File: config.mk
export PLATFORM = sky130hd
export DESIGN_NAME = scs_ctrl
export DESIGN_NICKNAME = d
export VERILOG_FILES = /design/src/hdl/scs_pkg.sv /design/src/hdl/scs_ctrl.sv
export SDC_FILE = /design/constraint.sdc
export NUM_CORES = 1
export LEC_CHECK = 0
export BUFFER_PORTS_ARGS = -buffer_cell sky130_fd_sc_hd__buf_2
export CORE_AREA = 2 2 39 41
export CTS_BUF_LIST = sky130_fd_sc_hd__clkbuf_4
export DETAILED_ROUTE_END_ITERATION = 12
export DIE_AREA = 0 0 41 43
export HOLD_SLACK_MARGIN = 0.02
export PLACE_DENSITY_LB_ADDON = 0.3
export SYNTH_ARGS = -nofsm -noshare
export SYNTH_HDL_FRONTEND = slang
export SYNTH_SLANG_ARGS = --single-unit
File: constraint.sdc
create_clock -name clk -period 3.5 [get_ports clk]
set_input_delay 0.175 -clock clk [delete_from_list [all_inputs] [get_ports clk]]
set_output_delay 0.175 -clock clk [all_outputs]
set_load 0.03 [all_outputs]
File: src/hdl/scs_pkg.sv
// shared types, constants and helpers of the seed chain scorer
package scs_pkg;

  localparam int XW    = 36;
  localparam int ACC_W = 56;
  localparam int MW    = XW + 12;

  typedef enum logic [2:0] {
    REG_GAP_OPEN   = 3'd0,
    REG_GAP_EXTEND = 3'd1,
    REG_MATCH      = 3'd2,
    REG_KMER       = 3'd3,
    REG_CIRCULAR   = 3'd4
  } reg_index_t;

  typedef enum logic [4:0] {
    S_IDLE, S_LAST_RD, S_LAST_MUL, S_LAST_WR,
    S_I_RD, S_I_LD, S_I_MUL, S_I_INIT,
    S_J_RD, S_J_LD, S_J_MUL, S_J_CMP,
    S_NX_RD, S_NX_LD, S_E_RD, S_E_LD, S_E_OUT
  } state_t;

  typedef enum logic [4:0] {
    CMD_NONE, CMD_LOAD, CMD_LAST_RD, CMD_LAST_MUL, CMD_LAST_WR,
    CMD_I_RD, CMD_I_LD, CMD_I_MUL, CMD_I_INIT,
    CMD_J_RD, CMD_J_LD, CMD_J_MUL, CMD_J_CMP,
    CMD_NX_RD, CMD_NX_LD, CMD_E_RD, CMD_E_LD, CMD_E_DONE
  } cmd_t;

  typedef struct packed {
    logic last_zero;
    logic i_zero;
    logic j_done;
    logic chain_end;
  } status_t;

  function automatic logic signed [31:0] sat32(input logic signed [ACC_W-1:0] v);
    logic signed [ACC_W-1:0] hi;
    logic signed [ACC_W-1:0] lo;
    hi = ACC_W'(64'sh7FFF_FFFF);
    lo = -ACC_W'(64'sh8000_0000);
    if (v > hi) return 32'sh7FFF_FFFF;
    else if (v < lo) return 32'sh8000_0000;
    else return v[31:0];
  endfunction

  function automatic logic signed [XW-1:0] uext(input logic [30:0] v);
    return $signed({{(XW-31){1'b0}}, v});
  endfunction

  function automatic logic signed [XW-1:0] sabs(input logic signed [XW-1:0] v);
    return v < 0 ? -v : v;
  endfunction

endpackage

File: src/hdl/scs_ctrl.sv
// sequencer for loading, chaining and chain emission
module scs_ctrl
  import scs_pkg::*;
(
  input  logic    clk,
  input  logic    rst,
  input  logic    in_valid,
  input  logic    last_seed,
  input  logic    out_ready,
  input  status_t status,
  output logic    in_ready,
  output logic    out_valid,
  output cmd_t    cmd
);

  state_t state, state_next;

  always_ff @(posedge clk) begin
    if (rst) begin
      state <= S_IDLE;
    end else begin
      state <= state_next;
    end
  end

  always_comb begin
    state_next = state;
    unique case (state)
      S_IDLE:     if (in_valid && last_seed) state_next = S_LAST_RD;
      S_LAST_RD:  state_next = S_LAST_MUL;
      S_LAST_MUL: state_next = S_LAST_WR;
      S_LAST_WR:  state_next = status.last_zero ? S_E_RD : S_I_RD;
      S_I_RD:     state_next = S_I_LD;
      S_I_LD:     state_next = S_I_MUL;
      S_I_MUL:    state_next = S_I_INIT;
      S_I_INIT:   state_next = S_J_RD;
      S_J_RD:     state_next = status.j_done ? S_NX_RD : S_J_LD;
      S_J_LD:     state_next = S_J_MUL;
      S_J_MUL:    state_next = S_J_CMP;
      S_J_CMP:    state_next = S_J_RD;
      S_NX_RD:    state_next = S_NX_LD;
      S_NX_LD:    state_next = status.i_zero ? S_E_RD : S_I_RD;
      S_E_RD:     state_next = S_E_LD;
      S_E_LD:     state_next = S_E_OUT;
      S_E_OUT: begin
        if (out_ready) state_next = status.chain_end ? S_IDLE : S_E_RD;
      end
      default:    state_next = S_IDLE;
    endcase
  end

  always_comb begin
    cmd       = CMD_NONE;
    in_ready  = 1'b0;
    out_valid = 1'b0;
    unique case (state)
      S_IDLE: begin
        in_ready = 1'b1;
        if (in_valid) cmd = CMD_LOAD;
      end
      S_LAST_RD:  cmd = CMD_LAST_RD;
      S_LAST_MUL: cmd = CMD_LAST_MUL;
      S_LAST_WR:  cmd = CMD_LAST_WR;
      S_I_RD:     cmd = CMD_I_RD;
      S_I_LD:     cmd = CMD_I_LD;
      S_I_MUL:    cmd = CMD_I_MUL;
      S_I_INIT:   cmd = CMD_I_INIT;
      S_J_RD:     cmd = CMD_J_RD;
      S_J_LD:     cmd = CMD_J_LD;
      S_J_MUL:    cmd = CMD_J_MUL;
      S_J_CMP:    cmd = CMD_J_CMP;
      S_NX_RD:    cmd = CMD_NX_RD;
      S_NX_LD:    cmd = CMD_NX_LD;
      S_E_RD:     cmd = CMD_E_RD;
      S_E_LD:     cmd = CMD_E_LD;
      S_E_OUT: begin
        out_valid = 1'b1;
        if (out_ready) cmd = CMD_E_DONE;
      end
      default:    cmd = CMD_NONE;
    endcase
  end

  a_no_overlap: assert property (@(posedge clk) disable iff (rst)
    !(in_ready && out_valid))
    else $error("input and output open together");

  a_last_starts: assert property (@(posedge clk) disable iff (rst)
    (state == S_IDLE && in_valid && last_seed) |=> (state == S_LAST_RD))
    else $error("last seed did not start chaining");

  a_out_holds: assert property (@(posedge clk) disable iff (rst)
    (out_valid && !out_ready) |=> out_valid)
    else $error("result dropped before accept");

endmodule

# After elaboration in Yosys (flattened, before gate mapping)
# Cells that the tools add are included.
# totals
in_bits	9
reg_bits	5
out_inout_bits	7
elab_cells	35
# classes
reduce_logical	4
mux	12
n_eq_ne	18
# op_table
operator	n
case mux 5 bit (17 select lines)	1
case mux 5 bit (16 select lines)	1
equality test 5 x 4 -> 1 bit, second input constant	8
equality test 5 x 3 -> 1 bit, second input constant	4
two-way mux 5 bit	3
two-way mux 4 bit	3
equality test 5 x 2 -> 1 bit, second input constant	2
equality test 5 x 1 -> 1 bit, second input constant	1
equality test 5 bit, second input constant	1
zero test 5 bit	1
inequality test 2 bit, second input constant	2
two-way mux 1 bit	3
two-way mux 3 bit	1
AND reduction 2 bit	1
OR reduction 2 bit	1
logical AND 1 bit	1

# Logic depth before layout (Yosys ltp)
# Gate-level depths: netlist of run 1.
# logic_depth
word_depth	3
mapped_depth	5
mapped_depth_nobuf	4

# Worst setup path after synthesis of run 1
# OpenSTA, ideal clock, no wires.
# synth_path
path_kind	reg2out
startpoint	reg state[4]
endpoint	out cmd[0]
required_time_ns	3.325
t_arrival_ns	1.713
path_buffers	2
path_slack_ns	1.612
stages_incl_launch_ff	5
cell_sequence	dfxtp_1 clkbuf_1 clkbuf_1 nor2_1 a221oi_1
# synth_between
elab_chain_cells	2
word_cells_on_any_way	18
cone_classes	16 x eq/ne; 1 x mux; 1 x reduce/logical
# synth_rtl
item	line	rtl
start, declared	scs_ctrl.sv:16	state_t state, state_next;
start signal, assigned	scs_ctrl.sv:22	state <= state_next;
equality test 5 bit, or another cell as far along	scs_ctrl.sv:56	unique case (state)
case mux 5 bit (17 select lines) *	scs_ctrl.sv:56	
end, declared	scs_ctrl.sv:13	output cmd_t cmd
# Every way passes the cells marked *; elsewhere a longest branch is shown, timed or not.

# Worst setup path after layout of run 1
# layout_path
startpoint	reg state[2]
endpoint	out cmd[4]
# The elaborated chain is that of the path after synthesis.

==> results.md, run 1 <==
* Status: finished clean
* GR Util met2 at 0.1500
* HPWL after DPL at 694.8 um
* RSZ-0062 raised after global routing: false
* Post-route DRC violation count at 0
* Seq pwr share at 0.368
* FP Rows at 14
* Tmin final at 1.759 ns
* Critical path class: flop to output pin
* CTS sink cnt at 5
* CTS max path bufs at 2
* Post-synthesis sequential area ratio at 0.2360
* # fillers at 161
* Synthesized instance count at 56
* Synth area leaders: dfxtp_1, a21o_1, nand2_1
* Synthesis-stage register bit count at 5
* Share of the synthesized area in the top cell type at 0.2360
* Core box area at 1384 sq um
* Synthesized Nets at 65
* IO Count at 16
* Post-CTS sizing at 0
* Layout cells sized above 1 at 0.3143
* Pwr dens at 343.1 nW/um^2
* Ant diodes at 0
* Switching Fraction at 0.2852
* Period utilisation layout at 0.5026
* Busiest grt layer: met1
* Most frequent cells in the layout: buf_2, nand2_1, dfxtp_1
* Die extent in x at 41 um
* Design Area, Final at 515.5 sq um
* Combinational share of power at 0.219
* WHS Path Cells at 2
* Routed vias/inst at 4.942
* Hold Fails Final Rpt at 0
* CTS tree: built
* CP Capture Type: output pin
* Worst reg2reg endpoint: state[1]
* Post-CTS Setup Repair Bufs at 0
* Clk_lat worst skew at 0.24 ns
* Number of global-route vias before repair at 341
* Initial core utilization at 0.3065
* Met3 Track Usage GR at 0.06283
* Largest net degree at the start of global routing at 19
* Largest Register: state
* Hold path start: rst
* Worst slew margin at 0.6234
* Synth Cell Area at 424.2 sq um
* Regs by FF count: state: 5 flops
* Iter 0 DRT Violations at 4
* Crit path launch: state[2]
* Yosys warning count at 0
* Commonest non-fill, non-tap cell in the layout: buf_2
* Cell taking the most area after synthesis: dfxtp_1
* Critical path peak fanout at 10
* Worst r2r path cells at 4
* Final Skew at 0.001450 ns
* Area delta synth->final at 21.53%
* Clock buffers created by TritonCTS at 3
* Antenna violations before repair at 0
* Final setup viols at 0
* Area of the multi-input gates at 286.5 sq um
* CP arrival at 1.58 ns
* Critical Path RT at 3.32 ns
* Sw Pwr at 50.43 uW
* Number of port buffers at 15
* Routed via count at 425
* Pins Over Slew Limit at 0
* Mean post-synth cell area at 7.574 sq um
* # H-tree levels at 1
* Final #Nets at 80
* FF-to-FF Start: state[0]
* Max-Cap Viols at 0
* Int Pwr at 126.4 uW
* Reg clk slew, reported paths at 0.04 ns
* Gpl congestion at 0.8348
* Global Route Usage Sum at 0.1137
* HP Class: primary input to flop
* Largest register FFs at 5
* Fmax at 568.5 MHz
* Clk pwr share at 0.413
* Final wirelength at 907 um
* Met1 GRT Util at 0.1618
* Die footprint at 1763 sq um
* LEAKAGE at 0.2230 nW
* Synth cell types at 28
* Crit start category: flop
* Seq. cell area at 100.1 sq um
* Routed length per instance at 10.55 um
* Antenna-violating nets left at 0
* First-pass GRT wire length at 1.386 mm
* Root Buffer: clkbuf_4
* Die height at 43 um
* Worst min-delay path endpoint: state[4]
* Slew at the pin with the worst max-slew slack at 0.5641 ns
* FF-to-FF setup slack at 1.91 ns
* Setup TNS at 0 ns
* Pwr Total at 176.8 uW
* Drt first pass iters at 2
* Worst VDD drop at 0.2130 mV
* Placed inst area at 485.5 sq um
* Cts hold-fix bufs at 0
* Overflow after GRT at 0
logic make-up (layout without fill, tap and decap cells):
family	Yosys count	in the layout	synth area share
AO/OA/AOI/OAI	14	14	0.2242
XOR/XNOR	2	2	0.04131
buffers and inverters	6	20	0.08848
flip-flops	5	5	0.2360
AND/OR/NAND/NOR	29	29	0.4100
power groups by stage:
stage | combinational [mW] | clock (mW) | sequential [mW]
after floorplan | 0.0345 | 0 | 0.0604
after global placement | 0.0395 | 0 | 0.0659
after detailed placement | 0.0391 | 0 | 0.0660
after CTS | 0.0392 | 0.0764 | 0.0650
after global routing | 0.0428 | 0.0822 | 0.0654
final | 0.0388 | 0.0730 | 0.0651
worst max-delay path by stage:
stage | slack, ns | to | depth (start not counted)
floorplan | 1.61 | cmd[0] | 4
global placement | 1.96 | state[1] | 4
detailed placement | 1.92 | state[3] | 4
CTS | 1.72 | cmd[4] | 4
global route | 1.64 | cmd[4] | 4
finish | 1.74 | cmd[4] | 4
synth_stat cells, drive strengths merged:
cell	instances
nor3b	1
xnor2	1
o21ai	2
nor2	4
a21oi	4
nand3b	2
a21o	4
nand2	9
buf	3
nor2b	1
xor2	1
dfxtp	5
nand4b	1
o311a	1
a221oi	1
inv	1
nor3	3
clkbuf	2
nor4	2
a211o	1
and2	1
nand3	1
or3	2
o31ai	1
nand2b	2
metal layers:
layer | routed length, um | share of wire
met3 | 60 | 0.066
met1 | 440 | 0.49
met4 | 0 | 0
met5 | 0 | 0
met2 | 406 | 0.45
layout make-up:
| class | count | area share |
|---|---|---|
| Multi-Input combinational cell | 45 | 0.5558 |
| Timing Repair Buffer | 15 | 0.1456 |
| Clock buffer | 4 | 0.05825 |
| Sequential cell | 5 | 0.1942 |
| Inverter | 1 | 0.007282 |
| Tap cell | 16 | 0.03883 |
through the flow:
stage | hold WS (ns) | setup slack, ns | utilization | instances
finish | 0.1121 | 1.741 | 0.3725 | 86
global route | 0.09760 | 1.637 | 0.3725 | 86
CTS | 0.1034 | 1.721 | 0.3725 | 86
detailed placement | 0.3581 | 1.921 | 0.3508 | 82
global placement | 0.3558 | 1.959 | 0.3508 | 82
floorplan | 0.2441 | 1.612 | - | 56
worst max-delay path: stages, from the launching register on:
cell	delay, ns
dfxtp_1	0.54
nand2_1	0.19
or3_1	0.36
nand2_1	0.07
buf_2	0.19
No activity file was read; power rests on OpenSTA's default activity.
==> run 2: changes to the inputs <==
Clock period 3.5 ns to 1.79 ns, I/O delays scaled along.
==> run 2 against run 1 <==
Core utilization grew 1.8 points. Largest power group unchanged. Sequential power grew 97%. Critical endpoint is now cmd[0]. Register-to-register slack lost 1.7 ns. Die area is the same. Cell area grew 4.9%. Critical path type unchanged. Combinational power grew 120%. Hold slack gained 0.033 ns. Global-route usage grew 1.3 points. Setup slack lost 1.6 ns.
==> results.md, run 2 (synthesis gave the netlist of run 1 again) <==
* Critical path peak fanout at 10 (unchanged)
* Global Route Usage Sum at 0.1266 (+0.01295)
* # fillers at 160 (-0.62%)
* CTS tree: built
* Largest net degree at the start of global routing at 19 (unchanged)
* Ant diodes at 0 (unchanged)
* Pwr dens at 660.0 nW/um^2 (+92%)
* FP Rows at 14 (unchanged)
* Commonest non-fill, non-tap cell in the layout: buf_2
* IO Count at 16 (unchanged)
* CTS sink cnt at 5 (unchanged)
* Routed vias/inst at 5.136 (+3.9%)
* # H-tree levels at 1 (unchanged)
* CP arrival at 1.60 ns (+0.02 ns)
* Max layer used: met3
* Hold Fails Final Rpt at 0 (unchanged)
* Die height at 43 um (unchanged)
* Min Hold Slack at 0.1449 ns (+0.03277 ns)
* Met1 Routed Length at 467 um (+6.1%)
* Final #Nets at 82 (+2.5%)
* Slew at the pin with the worst max-slew slack at 0.5840 ns (+0.01995 ns)
* Final wirelength at 970 um (+6.9%)
* Fmax at 593.0 MHz
* Worst path max stage delay at 0.41 ns (-0.13 ns)
* RSZ-0062 raised after global routing: true
* CP max stage cell: dfxtp_1
* Clk_lat worst skew at 0.24 ns (about the same)
* Worst VDD drop at 0.4112 mV (+93%)
* Final Util at 0.3906 (+0.01808)
* Period utilisation layout at 0.9421
* Critical Path RT at 1.70 ns (-1.62 ns)
* Routed length per instance at 11.02 um (+4.5%)
* Max-Cap Viols at 0 (unchanged)
* Largest register FFs at 5 (unchanged)
* Met3 Wirelength at 63 um (+5.0%)
* FF-to-FF setup slack at 0.24 ns (-1.67 ns)
* Number of global-route vias before repair at 370 (+8.5%)
* Area delta synth->final at 27.43%
* Met2 Routed Length at 439 um (+8.1%)
* CTS max path bufs at 2 (unchanged)
* Post-route DRC violation count at 0 (unchanged)
* Overflow after GRT at 0 (unchanged)
* Worst slew margin at 0.6101 (-0.01332)
* Setup TNS at 0 ns (unchanged)
* Clock buffers created by TritonCTS at 3 (unchanged)
* Antenna-violating nets left at 0 (unchanged)
* LEAKAGE at 0.2335 nW (+4.7%)
* Layout cells sized above 1 at 0.3472 (+0.03294)
* HPWL after DPL at 754.5 um (+8.6%)
* Gpl congestion at 0.7684 (-8.0%)
* CP Capture Type: output pin
* Post-Place Setup Slack at 0.2166 ns (-1.705 ns)
* Initial core utilization at 0.3065 (unchanged)
* Design Area, Final at 540.5 sq um (+4.9%)
* Number of port buffers at 15 (unchanged)
* HP Class: primary input to flop
* Ordered cell list for the critical path: nor3_1 > nand2_1 > a221oi_2 > buf_2
* Final setup viols at 0 (unchanged)
* Die footprint at 1763 sq um (unchanged)
* First-pass GRT wire length at 1.504 mm (+8.5%)
* Iter 0 DRT Violations at 11 (+7)
* Core box area at 1384 sq um (unchanged)
* Tmin final at 1.686 ns
* Reg clk slew, reported paths at 0.04 ns (about the same)
* Pins Over Slew Limit at 0 (unchanged)
* Antenna violations before repair at 0 (unchanged)
* Drt first pass iters at 3 (+1)
* Largest Register: state
* Critical path class: flop to output pin
* Root Buffer: clkbuf_4
* Setup ws final at 0.1036 ns (-1.637 ns)
* Regs by FF count: state: 5 flops
* Post-CTS Setup Repair Bufs at 0 (unchanged)
* Most frequent cells in the layout: buf_2, nand2_1
* Routed via count at 452 (+6.4%)
* Placed inst area at 499.2 sq um (+2.8%)
* Status: finished clean
* Die extent in x at 41 um (unchanged)
* Crit start category: flop
* Final Skew at 0.001020 ns (-0.0004298 ns)
==> run 2: critical path, delay by kind of cell (launching register included) <==
family                 cells  cell delay [ns]
DFF                        1             0.41
AOI/OAI and AO/OA          1             0.26
buffers and inverters      1             0.23
and+or+nand+nor            2             0.46
==> run 2: report_power, final <==
| part | switching [mW] | leakage (nW) | internal [mW] |
|---|---|---|---|
| logic | 0.0455 | 0.174 | 0.0385 |
| clock network | 0.0453 | 0.0184 | 0.0993 |
| registers | 0.0121 | 0.0409 | 0.116 |
| total | 0.103 | 0.234 | 0.254 |
==> run 2: cell type report <==
class	count	area, sq um	area share
Multi-Input combinational cell	45	292.8	0.5417
Sequential cell	5	101.3	0.1875
Timing Repair Buffer	17	92.59	0.1713
Clock buffer	4	30.03	0.05556
Tap cell	16	20.02	0.03704
Inverter	1	3.754	0.006944
==> run 2: final timing paths <==
path | depth (start not counted) | to | startpoint
hold / removal | 3 | state[4] | out_ready
hold reg to reg | 1 | state[0] | state[0]
setup reg to reg | 4 | state[3] | state[1]
setup / recovery | 4 | cmd[0] | state[2]
==> run 2: repair_timing <==
item | in CTS | in global routing
hold buffers | 1 | 0
setup endpoints to repair | 0 | 2
endpoints found under the hold margin | 1 | 0
resized for setup | 0 | 1
==> run 2: layer usage <==
layer  global-route usage  up-vias
met2               0.1625       11
met1               0.1710      206
met3              0.07853        0
li1                     -      235
met5                    0        -
met4              0.04000        0
==> run 2: per-stage QoR <==
step | total power, mW | std cells
after global routing | 0.3802 | 88
after detailed placement | 0.2129 | 83
final | 0.3567 | 88
after global placement | 0.2119 | 83
after floorplan | 0.1876 | 56
after CTS | 0.3669 | 88
